$ cat src/sv/bgd_pkg.sv
// bgd_pkg: shared types, constants and helpers for the button gesture detector.
// No dependencies; used by bgd_core, bgd_evq and button_gesture_detector_top.
`timescale 1ns / 1ps

package bgd_pkg;

   // Width of the hold and click-window timers.
   localparam int TIME_WIDTH = 16;
   localparam int IDX_WIDTH  = 2;

   localparam logic [TIME_WIDTH-1:0] TIME_ONE = TIME_WIDTH'(1);

   // Configuration register indexes.
   localparam logic [IDX_WIDTH-1:0] CSR_LONG_PRESS   = 2'd0;
   localparam logic [IDX_WIDTH-1:0] CSR_CLICK_WINDOW = 2'd1;
   localparam logic [IDX_WIDTH-1:0] CSR_DEBOUNCE     = 2'd2;

   localparam logic [15:0] LONG_PRESS_RESET   = 16'd2000;
   localparam logic [15:0] CLICK_WINDOW_RESET = 16'd300;
   localparam logic [7:0]  DEBOUNCE_RESET     = 8'd30;

   typedef enum logic [2:0] {
      EV_PRESSED  = 3'd0,
      EV_RELEASED = 3'd1,
      EV_LONG     = 3'd2,
      EV_CLICK    = 3'd3,
      EV_DOUBLE   = 3'd4,
      EV_TRIPLE   = 3'd5
   } evt_type;

   typedef struct packed {
      logic [15:0] long_press_ms;
      logic [15:0] click_window_ms;
      logic [7:0]  debounce_ms;
   } cfg_type;

   // Events caused by one tick, in emission order.
   typedef struct packed {
      logic [1:0] count;
      evt_type    code2;
      evt_type    code1;
      evt_type    code0;
   } evgrp_type;

   // Register value cut (or zero-extended) to the timer width.
   function automatic logic [TIME_WIDTH-1:0] to_time(input logic [15:0] v);
      logic [TIME_WIDTH-1:0] r;
      r = '0;
      for (int i = 0; i < TIME_WIDTH; i++) begin
         if (i < 16) begin
            r[i] = v[i];
         end
      end
      return r;
   endfunction

endpackage

$ cat src/sv/button_gesture_detector_top.sv
// button_gesture_detector_top: debounced button gesture detector, top level.
// Depends on bgd_pkg, bgd_core and bgd_evq.
// Path: a tick transfer is registered, evaluated once the event queue can take its
//   group, and its first event is offered on rsp from the event group register.
// Throughput: one tick per cycle when it causes no event; a tick causing k events
//   (k up to 3) holds the event group register until all k are sent, one per rsp transfer.
// Reset: synchronous, active high; clears all gesture state and loads the
//   register defaults (long press 2000, click window 300, debounce 30).
`timescale 1ns / 1ps

module button_gesture_detector_top (
   input  logic        clock,
   input  logic        reset,
   // tick channel
   input  logic        req_tvalid,
   output logic        req_tready,
   input  logic [7:0]  req_tdata,   // [0] pin_level, [7:1] zero
   // event channel
   output logic        rsp_tvalid,
   input  logic        rsp_tready,
   output logic [7:0]  rsp_tdata,   // [2:0] event_code, [7:3] zero
   output logic        rsp_tlast,   // last_event
   // register writes
   input  logic        csr_we,
   input  logic [1:0]  csr_index,
   input  logic [15:0] csr_wdata
);

   bgd_pkg::cfg_type   cfg_ff;
   bgd_pkg::evgrp_type core_grp;
   bgd_pkg::evt_type   rsp_code;
   logic               grp_load;
   logic               load_ok;

   // Register file; the user must write only while the block is idle, the block does not enforce it.
   always_ff @(posedge clock) begin
      if (reset) begin
         cfg_ff.long_press_ms   <= bgd_pkg::LONG_PRESS_RESET;
         cfg_ff.click_window_ms <= bgd_pkg::CLICK_WINDOW_RESET;
         cfg_ff.debounce_ms     <= bgd_pkg::DEBOUNCE_RESET;
      end else if (csr_we) begin
         unique case (csr_index)
            bgd_pkg::CSR_LONG_PRESS:   cfg_ff.long_press_ms   <= csr_wdata;
            bgd_pkg::CSR_CLICK_WINDOW: cfg_ff.click_window_ms <= csr_wdata;
            bgd_pkg::CSR_DEBOUNCE:     cfg_ff.debounce_ms     <= csr_wdata[7:0];
            default: ;  // unmapped index, write dropped
         endcase
      end
   end

   // Tick evaluation: window expiry, long press expiry, then debounced edge.
   bgd_core u_core (
      .clock      (clock),
      .reset      (reset),
      .cfg        (cfg_ff),
      .req_tvalid (req_tvalid),
      .req_tready (req_tready),
      .req_pin    (req_tdata[0]),
      .load_ok    (load_ok),
      .grp_load   (grp_load),
      .grp        (core_grp)
   );

   // Serializes each tick's events onto the response channel.
   bgd_evq u_evq (
      .clock      (clock),
      .reset      (reset),
      .grp_load   (grp_load),
      .grp        (core_grp),
      .load_ok    (load_ok),
      .rsp_tvalid (rsp_tvalid),
      .rsp_tready (rsp_tready),
      .rsp_code   (rsp_code),
      .rsp_last   (rsp_tlast)
   );

   assign rsp_tdata = {5'd0, rsp_code};

   // A group handed to the queue always carries at least one event.
   a_grp_nonempty: assert property (@(posedge clock) disable iff (reset)
      grp_load |-> (core_grp.count != 2'd0))
      else $error("empty event group loaded");

   // The core loads only when the queue can take the group.
   a_load_when_free: assert property (@(posedge clock) disable iff (reset)
      grp_load |-> load_ok)
      else $error("event group loaded over a pending group");

   // After a transfer that is not the last of a tick, more events follow.
   a_group_continues: assert property (@(posedge clock) disable iff (reset)
      (rsp_tvalid && rsp_tready && !rsp_tlast) |=> rsp_tvalid)
      else $error("event group ended without tlast");

endmodule

$ cat src/sv/bgd_core.sv
// bgd_core: input register, gesture state and the per-tick update logic.
// Depends on bgd_pkg; hands event groups to bgd_evq.
`timescale 1ns / 1ps

module bgd_core (
   input  logic                clock,
   input  logic                reset,
   input  bgd_pkg::cfg_type    cfg,
   input  logic                req_tvalid,
   output logic                req_tready,
   input  logic                req_pin,
   input  logic                load_ok,
   output logic                grp_load,
   output bgd_pkg::evgrp_type  grp
);

   localparam int TW = bgd_pkg::TIME_WIDTH;
   localparam logic [TW-1:0] TIME_ONE_C = bgd_pkg::TIME_ONE;

   logic          in_valid_ff;
   logic          in_pin_ff;

   logic          stable_pressed_ff, stable_pressed_in;
   logic [7:0]    settle_count_ff, settle_count_in;
   logic          settle_active_ff, settle_active_in;
   logic [TW-1:0] hold_count_ff, hold_count_in;
   logic          hold_active_ff, hold_active_in;
   logic          long_fired_ff, long_fired_in;
   logic [TW-1:0] window_count_ff, window_count_in;
   logic          window_active_ff, window_active_in;
   logic [1:0]    clicks_seen_ff, clicks_seen_in;

   bgd_pkg::evt_type ev [3];
   logic [1:0]       n;
   logic             fire;

   always_comb begin
      logic pressed;
      logic edge_take;
      pressed           = ~in_pin_ff;
      edge_take         = 1'b0;
      n                 = 2'd0;
      ev[0]             = bgd_pkg::EV_PRESSED;
      ev[1]             = bgd_pkg::EV_PRESSED;
      ev[2]             = bgd_pkg::EV_PRESSED;
      stable_pressed_in = stable_pressed_ff;
      settle_count_in   = settle_count_ff;
      settle_active_in  = settle_active_ff;
      hold_count_in     = hold_count_ff;
      hold_active_in    = hold_active_ff;
      long_fired_in     = long_fired_ff;
      window_count_in   = window_count_ff;
      window_active_in  = window_active_ff;
      clicks_seen_in    = clicks_seen_ff;

      // click window expiry
      if (window_active_ff) begin
         if (window_count_ff <= TIME_ONE_C) begin
            window_count_in  = '0;
            window_active_in = 1'b0;
            if (clicks_seen_ff == 2'd2) begin
               ev[n] = bgd_pkg::EV_DOUBLE;
               n     = n + 2'd1;
            end else if (clicks_seen_ff == 2'd1) begin
               ev[n] = bgd_pkg::EV_CLICK;
               n     = n + 2'd1;
            end
            clicks_seen_in = 2'd0;
         end else begin
            window_count_in = window_count_ff - TIME_ONE_C;
         end
      end

      // long press expiry
      if (hold_active_ff) begin
         if (hold_count_ff <= TIME_ONE_C) begin
            hold_count_in  = '0;
            hold_active_in = 1'b0;
            long_fired_in  = 1'b1;
            if (n != 2'd3) begin
               ev[n] = bgd_pkg::EV_LONG;
               n     = n + 2'd1;
            end
         end else begin
            hold_count_in = hold_count_ff - TIME_ONE_C;
         end
      end

      // debounce
      if (settle_active_ff) begin
         if (settle_count_ff != 8'd0) begin
            settle_count_in = settle_count_ff - 8'd1;
         end
         if (settle_count_in == 8'd0) begin
            settle_active_in = 1'b0;
            edge_take        = 1'b1;
         end
      end else if (pressed != stable_pressed_ff) begin
         settle_count_in = cfg.debounce_ms;
         if (cfg.debounce_ms == 8'd0) begin
            edge_take = 1'b1;
         end else begin
            settle_active_in = 1'b1;
         end
      end

      // debounced edge
      if (edge_take && (pressed != stable_pressed_ff)) begin
         stable_pressed_in = pressed;
         if (pressed) begin
            hold_active_in = 1'b1;
            hold_count_in  = bgd_pkg::to_time(cfg.long_press_ms);
            long_fired_in  = 1'b0;
            if (n != 2'd3) begin
               ev[n] = bgd_pkg::EV_PRESSED;
               n     = n + 2'd1;
            end
         end else begin
            hold_active_in = 1'b0;
            if (!long_fired_in) begin
               clicks_seen_in = clicks_seen_in + 2'd1;
               if (clicks_seen_in == 2'd1) begin
                  window_active_in = 1'b1;
                  window_count_in  = bgd_pkg::to_time(cfg.click_window_ms);
               end else if (clicks_seen_in == 2'd3) begin
                  window_active_in = 1'b0;
                  clicks_seen_in   = 2'd0;
                  if (n != 2'd3) begin
                     ev[n] = bgd_pkg::EV_TRIPLE;
                     n     = n + 2'd1;
                  end
               end
            end
            if (n != 2'd3) begin
               ev[n] = bgd_pkg::EV_RELEASED;
               n     = n + 2'd1;
            end
         end
      end
   end

   // A tick with no events never waits for the event queue.
   assign fire       = in_valid_ff && ((n == 2'd0) || load_ok);
   assign req_tready = !in_valid_ff || fire;
   assign grp_load   = fire && (n != 2'd0);
   assign grp.count  = n;
   assign grp.code0  = ev[0];
   assign grp.code1  = ev[1];
   assign grp.code2  = ev[2];

   always_ff @(posedge clock) begin
      if (reset) begin
         in_valid_ff       <= 1'b0;
         stable_pressed_ff <= 1'b0;
         settle_count_ff   <= '0;
         settle_active_ff  <= 1'b0;
         hold_count_ff     <= '0;
         hold_active_ff    <= 1'b0;
         long_fired_ff     <= 1'b0;
         window_count_ff   <= '0;
         window_active_ff  <= 1'b0;
         clicks_seen_ff    <= '0;
      end else begin
         if (req_tready) begin
            in_valid_ff <= req_tvalid;
         end
         if (fire) begin
            stable_pressed_ff <= stable_pressed_in;
            settle_count_ff   <= settle_count_in;
            settle_active_ff  <= settle_active_in;
            hold_count_ff     <= hold_count_in;
            hold_active_ff    <= hold_active_in;
            long_fired_ff     <= long_fired_in;
            window_count_ff   <= window_count_in;
            window_active_ff  <= window_active_in;
            clicks_seen_ff    <= clicks_seen_in;
         end
      end
   end

   always_ff @(posedge clock) begin
      if (req_tvalid && req_tready) begin
         in_pin_ff <= req_pin;
      end
   end

endmodule

$ cat src/sv/bgd_evq.sv
// bgd_evq: event group register that sends one event per response transfer.
// Depends on bgd_pkg; fed by bgd_core.
`timescale 1ns / 1ps

module bgd_evq (
   input  logic                clock,
   input  logic                reset,
   input  logic                grp_load,
   input  bgd_pkg::evgrp_type  grp,
   output logic                load_ok,
   output logic                rsp_tvalid,
   input  logic                rsp_tready,
   output bgd_pkg::evt_type    rsp_code,
   output logic                rsp_last
);

   bgd_pkg::evgrp_type grp_ff;
   logic               valid_ff;
   logic [1:0]         idx_ff;
   logic               pop;

   always_comb begin
      unique case (idx_ff)
         2'd0:    rsp_code = grp_ff.code0;
         2'd1:    rsp_code = grp_ff.code1;
         default: rsp_code = grp_ff.code2;
      endcase
   end

   assign rsp_tvalid = valid_ff;
   assign rsp_last   = (idx_ff == (grp_ff.count - 2'd1));
   assign pop        = valid_ff && rsp_tready;
   // Free in the same cycle that the last event of the group is taken.
   assign load_ok    = !valid_ff || (pop && rsp_last);

   always_ff @(posedge clock) begin
      if (reset) begin
         valid_ff <= 1'b0;
         idx_ff   <= '0;
      end else begin
         if (grp_load) begin
            valid_ff <= 1'b1;
            idx_ff   <= '0;
         end else if (pop) begin
            if (rsp_last) begin
               valid_ff <= 1'b0;
               idx_ff   <= '0;
            end else begin
               idx_ff <= idx_ff + 2'd1;
            end
         end
      end
   end

   always_ff @(posedge clock) begin
      if (grp_load) begin
         grp_ff <= grp;
      end
   end

endmodule

$ cat config.mk
export PLATFORM = sky130hd
export DESIGN_NAME = button_gesture_detector_top
export DESIGN_NICKNAME = d
export VERILOG_FILES = /design/src/sv/bgd_pkg.sv /design/src/sv/button_gesture_detector_top.sv /design/src/sv/bgd_core.sv /design/src/sv/bgd_evq.sv
export SDC_FILE = /design/constraint.sdc
export NUM_CORES = 1
export LEC_CHECK = 0
export ABC_CLOCK_PERIOD_IN_PS = 8300
export BUFFER_PORTS_ARGS = -buffer_cell sky130_fd_sc_hd__buf_2
export CORE_ASPECT_RATIO = 0.7
export CORE_MARGIN = 2
export CORE_UTILIZATION = 55
export CTS_BUF_LIST = sky130_fd_sc_hd__clkbuf_16
export DETAILED_ROUTE_END_ITERATION = 7
export PLACE_DENSITY = 0.73
export SLEW_MARGIN = 10
export SYNTH_ARGS = -nofsm -noshare
export SYNTH_HDL_FRONTEND = slang
export SYNTH_SLANG_ARGS = --single-unit
$ cat constraint.sdc
create_clock -name clock -period 8.3 [get_ports clock]
set_clock_uncertainty 0.2 [all_clocks]
set_input_delay 2.075 -clock clock [delete_from_list [all_inputs] [get_ports clock]]
set_output_delay 2.075 -clock clock [all_outputs]
set_load 0.1 [all_outputs]
Word-level counts from Yosys, hierarchy flattened
Cells that the tools add are included.

storage, ports and cells
  bits in registers = 103
  bits of input ports = 31
  output and inout bits = 11
  word-level logic and storage cells = 183

cells by class
  $add $sub $neg = 9
  magnitude comparators = 8
  equal/unequal tests = 12
  muxes and demuxes = 88
  bitwise logic cells = 15
  reduce and logical (&&, ||, !) cells = 31

operator list
  operator                                                                            number
  16-bit two-way mux                                                                  10
  9-bit two-way mux                                                                   13
  2-bit two-way mux                                                                   24
  16-bit by 1-bit less-or-equal comparator with 1-bit output (second input constant)  2
  8-bit two-way mux                                                                   4
  16-bit by 1-bit subtractor with 16-bit output (second input constant)               2
  1-bit two-way mux                                                                   27
  3-bit demux with 2-bit select                                                       3
  3-bit two-way mux                                                                   6
  8-bit zero test                                                                     2
  6-bit AND                                                                           2
  6-bit NOT                                                                           2
  2-bit AND reduction                                                                 6
  2-bit by 1-bit adder with 2-bit output (second input constant)                      5
  9-bit AND                                                                           1
  3-bit >= comparator (second input constant)                                         3
  1-bit logical AND                                                                   9
  3-bit by 1-bit less-than comparator with 1-bit output (second input constant)       3
  2-bit NOT with 3-bit output                                                         3
  9-bit NOT                                                                           1
  2-bit by 1-bit == test with 1-bit output (second input constant)                    4
  2-bit nonzero test                                                                  4
  8-bit nonzero test                                                                  1
  8-bit by 1-bit subtractor with 8-bit output (second input constant)                 1
  15 further kinds                                                                    25

Longest topological paths before layout
  depth after elaboration = 26
  mapped depth = 15
  depth with buffers taken out = 13

By module
A second synthesis with hierarchy kept.

unflattened totals
  cells, all modules = 716
  area total of the unflattened synthesis = 6,008.3 um^2

by module, submodules not included
  module                       instances  cells an instance  area an instance (um^2)  sequential area each (um^2)
  bgd_core                     1          504                3,711.1                  991.0
  button_gesture_detector_top  1          168                1,701.6                  800.8
  bgd_evq                      1          44                 595.6                    390.4

Worst setup path after synthesis
OpenSTA, ideal clock, no wires.

  path kind = flip-flop to output port
  from = register u_core.window_count_ff[8]
  to = output req_tready
  arrival = 3.070 ns
  data required time = 6.025 ns
  path slack = 2.955 ns
  cell stages (with the launch flop) = 12
  path buffers = 1
  cell sequence = dfxtp_1 or4_1 nor4_2 nand3_1 clkbuf_1 nor2_1 ha_1 o21ai_0 nand2_1 a21oi_1 nor2_1 inv_1

between the ends
  word-level cells in the longest chain between the ends = 22
  elaborated cells between the ends (all ways) = 30
  classes of those cells = 4 x add/sub; 1 x order compare; 5 x eq/ne; 16 x mux; 4 x reduce/logical

ends and longest elaborated chain
  element                                                                         RTL line                           text
  start, declared                                                                 bgd_core.sv:29                     logic [TW-1:0] window_count_ff, window_count_in;
  start signal, assigned                                                          bgd_core.sv:174                    window_count_ff <= window_count_in;
  16-bit by 1-bit less-or-equal comparator with 1-bit output *                    bgd_core.sv:58                     if (window_count_ff <= TIME_ONE_C) begin
  2-bit two-way mux                                                               bgd_core.sv:58
  2-bit two-way mux                                                               bgd_core.sv:57                     if (window_active_ff) begin
  2-bit by 1-bit adder with 2-bit output / 2-bit != test (equally long branches)  bgd_core.sv:82, bgd_core.sv:80
  2-bit two-way mux                                                               bgd_core.sv:80                     if (n != 2'd3) begin
  2-bit two-way mux                                                               bgd_core.sv:76                     if (hold_count_ff <= TIME_ONE_C) begin
  2-bit two-way mux                                                               bgd_core.sv:75                     if (hold_active_ff) begin
  2-bit by 1-bit adder with 2-bit output / 2-bit != test (equally long branches)  --
  (+6 left out)                                                                   --
  2-bit by 1-bit adder with 2-bit output / 2-bit != test (equally long branches)  bgd_core.sv:136, bgd_core.sv:134
  2-bit two-way mux                                                               bgd_core.sv:134                    if (n != 2'd3) begin
  2-bit two-way mux                                                               bgd_core.sv:110                    if (pressed) begin
  2-bit two-way mux *                                                             bgd_core.sv:108                    if (edge_take && (pressed != stable_pressed_ff)) begin
  2-bit zero test *                                                               bgd_core.sv:143                    assign fire = in_valid_ff && ((n == 2'd0) || load_ok);
  1-bit logical OR *                                                              bgd_core.sv:143
  1-bit logical AND *                                                             bgd_core.sv:143
  1-bit logical OR *                                                              bgd_core.sv:144                    assign req_tready = !in_valid_ff || fire;
  end, declared                                                                   button_gesture_detector_top.sv:16  output logic req_tready,

Every way passes the cells marked *; elsewhere a longest branch is shown, timed or not. The select of a mux whose other input is x is not followed.

Worst setup path in the final report
Ends and elaborated chain as after synthesis.

==> metrics.md <==
| Metric | Value |
|---|---|
| Fmax | 0.1596 GHz |
| Finished Layout Cells | 862 |
| Crit Path Class | flop to primary output |
| Clk slew on worst S/H paths | 0.07 ns |
| Crit path DAT | 3.99 ns |
| Synth area leaders | dfxtp_1 32%, nand2_1 8.4%, edfxtp_1 5.8%, a21oi_1 5.5%, nand3_1 2.8% |
| Total gr overflow | 0 |
| WL final | 15.11 mm |
| Worst setup margin | 2.033 ns |
| Vias post-DR | 5,437 |
| # Max-Cap Violations | 0 |
| DR WL/cell | 17.53 µm |
| CP Max Fanout | 13 |
| Mean post-synth cell area | 7.845 µm² |
| IO Pins | 42 |
| CTS buffer count | 9 |
| Final period demand of the worst path | 6.267 ns |
| Worst setup path start | u_core.window_count_ff[8]$_SDFFE_PP0P_ |
| Clock share of power | 33.6% |
| Max IR drop VDD | 0.0001156 V |
| Count of input and output buffers | 29 |
| Row count | 31 |
| Net Sw Frac | 30.06% |
| H-tree levels | 3 |
| Worst hold stages | 2 |
| P_sw | 0.3383 mW |
| Post-synth top flop | dfxtp_1 |
| Synthesis-stage register bit count | 102 |
| Syn. warnings | 0 |
| Worst-Skew Late Latency | 0.34 ns |
| Core box area | 10,200 µm² |
| Period utilisation layout | 75.50% |
| Cell Area, Placed | 5853 µm² |
| Area leader, netlist | dfxtp_1 |
| Status | completed |
| Clock Sink Count | 102 |
| Die area | 11,180 µm² |
| Fill cells | 939 |
| Final Max Slew Viols | 0 |
| Post-Syn Area | 5688 µm² |
| Multi-input logic area | 3214 µm² |
| Worst slack, placed | 2.452 ns |
| Placer Congestion | 0.9548 |
| Fraction of layout cells with a size suffix above 1 | 8.904% |
| Dpl hpwl | 10.41 mm |
| Cts repair resizes | 0 |
| Post-CTS Setup Inserts | 0 |
| # setup viols final | 0 |
| CTS Root Cell | clkbuf_16 |
| Fin Hold WS | 0.2555 ns |
| Post-synth cell types | 72 |
| Share of flip-flops with an asynchronous set or reset | 0% |
| Hold_sp | cfg_ff[17]$_SDFFE_PP0P_ |
| Largest net degree at the start of global routing | 58 |
| Reg2Reg Depth | 11 |
| PwrDens | 184.2 nW/µm² |
| DRC | 0 |
| Cells after Synth | 725 |
| RSZ-0062 raised after global routing | false |
| Nets | 767 |
| Hold Path Class | flop to flop |
| Placed Cells incl. Taps | 846 |
| Post-cts hold buffer count | 0 |
| Initial core utilization | 55.76% |
| Final Hold Fails | 0 |
| Post-route cell area | 6111 µm² |
| Area delta synth->final | 7.435% |
| Gr usage total | 27.17% |
| Commonest non-fill, non-tap cell in the layout | nand2_1 |
| Setup TNS | 0 ns |
| Post-synth EDFFs | 11 |
| DRT iter0 DRCs | 484 |
| Worst Path Required | 6.03 ns |
| Chip Height | 89.09 µm |
| Crit end category | primary output |
| DR vias/cell | 6.307 |
| Comb power frac | 17.9% |
| Reg power frac | 48.6% |
| Sequential cell area | 2152 µm² |
| DRT antenna net count | 0 |
| LEAKAGE | 2.339 nW |
| FF-to-FF Start | u_core.window_count_ff[8]$_SDFFE_PP0P_ |
| Worst slew margin | 30.14% |
| Vias in the first global route | 4,970 |
| Die width | 125.5 µm |
| Initial antenna violation count | 0 |
| Fin util | 59.90% |
| Commonest cells after routing, fill and taps aside | 127 x nand2_1, 91 x dfxtp_1, 63 x a21oi_1, 41 x nor2_1, 36 x inv_1 |
| Least-Margin Pin Slew | 1.043 ns |
| Sequential area share after synthesis | 37.84% |
| DRT Pass-1 Iters | 8 |
| Max clock buf depth | 2 |
| First-pass GRT wire length | 24.40 mm |
| Post-synth top area share | 32.03% |
| Pwr Total | 1.126 mW |
| CTS tree | built |
| P_int | 0.7872 mW |
| Worst Setup Start Kind | flop |
| Antenna diode instance count | 0 |
cell type report:
| type | instances | area share (%) |
|---|---|---|
| Clock buffer | 9 | 3.686 |
| Multi-Input combinational cell | 542 | 52.60 |
| Clock inverter | 7 | 0.5324 |
| Sequential cell | 102 | 35.22 |
| Inverter | 35 | 2.150 |
| Timing Repair Buffer | 35 | 3.112 |
| Tap cell | 132 | 2.703 |
metal layers:
metal | part of all wire, % | track usage (%)
met1 | 45 | 35.95
met2 | 46 | 46.04
met3 | 7.6 | 4.967
met4 | 1.6 | 8.485
met5 | 0 | 0
power groups by stage:
| stage | Sequential [mW] | Clock, mW | Combinational (mW) |
|---|---|---|---|
| 2_1_floorplan | 0.547 | 0 | 0.156 |
| 3_3_place_gp | 0.555 | 0 | 0.189 |
| 3_5_place_dp | 0.556 | 0 | 0.196 |
| 4_1_cts | 0.545 | 0.383 | 0.197 |
| 5_1_grt | 0.549 | 0.401 | 0.218 |
| 6_report | 0.547 | 0.378 | 0.201 |
cells in the mapped netlist, drive strengths merged, types with 8 or more instances:
master    n
a211oi   11
a21oi    64
a31oi    16
buf      15
clkbuf   35
dfxtp    91
edfxtp   11
ha       11
inv      34
mux2i    13
nand2   127
nand3    32
nand4     8
nor2     41
nor3     29
nor4     12
o21ai    33
o32ai    13
or4      10
xnor2    12
flip-flops by register name (all words and copies together), names as in the netlist, 2 cells and up:
signal,cells
cfg_ff,40
u_core.window_count_ff,16
u_core.clicks_seen_ff,2
u_evq.idx_ff,2
u_core.hold_count_ff,16
u_core.settle_count_ff,8
u_evq.grp_ff,10
kinds of logic (layout without fill, tap and decap cells):
kind of cell | count (synthesis) | after routing | synth area share, %
AND/OR/NAND/NOR | 295 | 295 | 25.08
AO/OA/AOI/OAI | 196 | 196 | 22.70
flip-flops | 102 | 102 | 37.84
buffers and inverters | 85 | 86 | 6.093
XOR/XNOR | 19 | 19 | 2.926
multiplexers | 16 | 16 | 2.882
adder cells (fa/ha/maj) | 11 | 11 | 2.420
other | 1 | 5 | 0.06593
path summary, 6_finish.rpt:
check,to,slack [ns]
worst max-delay path,req_tready,2.03
worst min-delay path,cfg_ff[17]$_SDFFE_PP0P_,0.26
worst max register to register,u_core.window_count_ff[3]$_SDFFE_PP0P_,3.39
worst min register to register,cfg_ff[17]$_SDFFE_PP0P_,0.26
critical path, cell delays in order, from the launching register on:
cell and delay, ns:
dfxtp_1 0.35, or4_1 0.65, nor4_2 0.34, nand3_1 0.52
nor2_1 0.26, ha_1 0.27, o21ai_0 0.34, nand2_1 0.14
a21oi_1 0.19, nor2_1 0.10, inv_1 0.07, buf_2 0.42
Power figures use the tool's default switching activity.
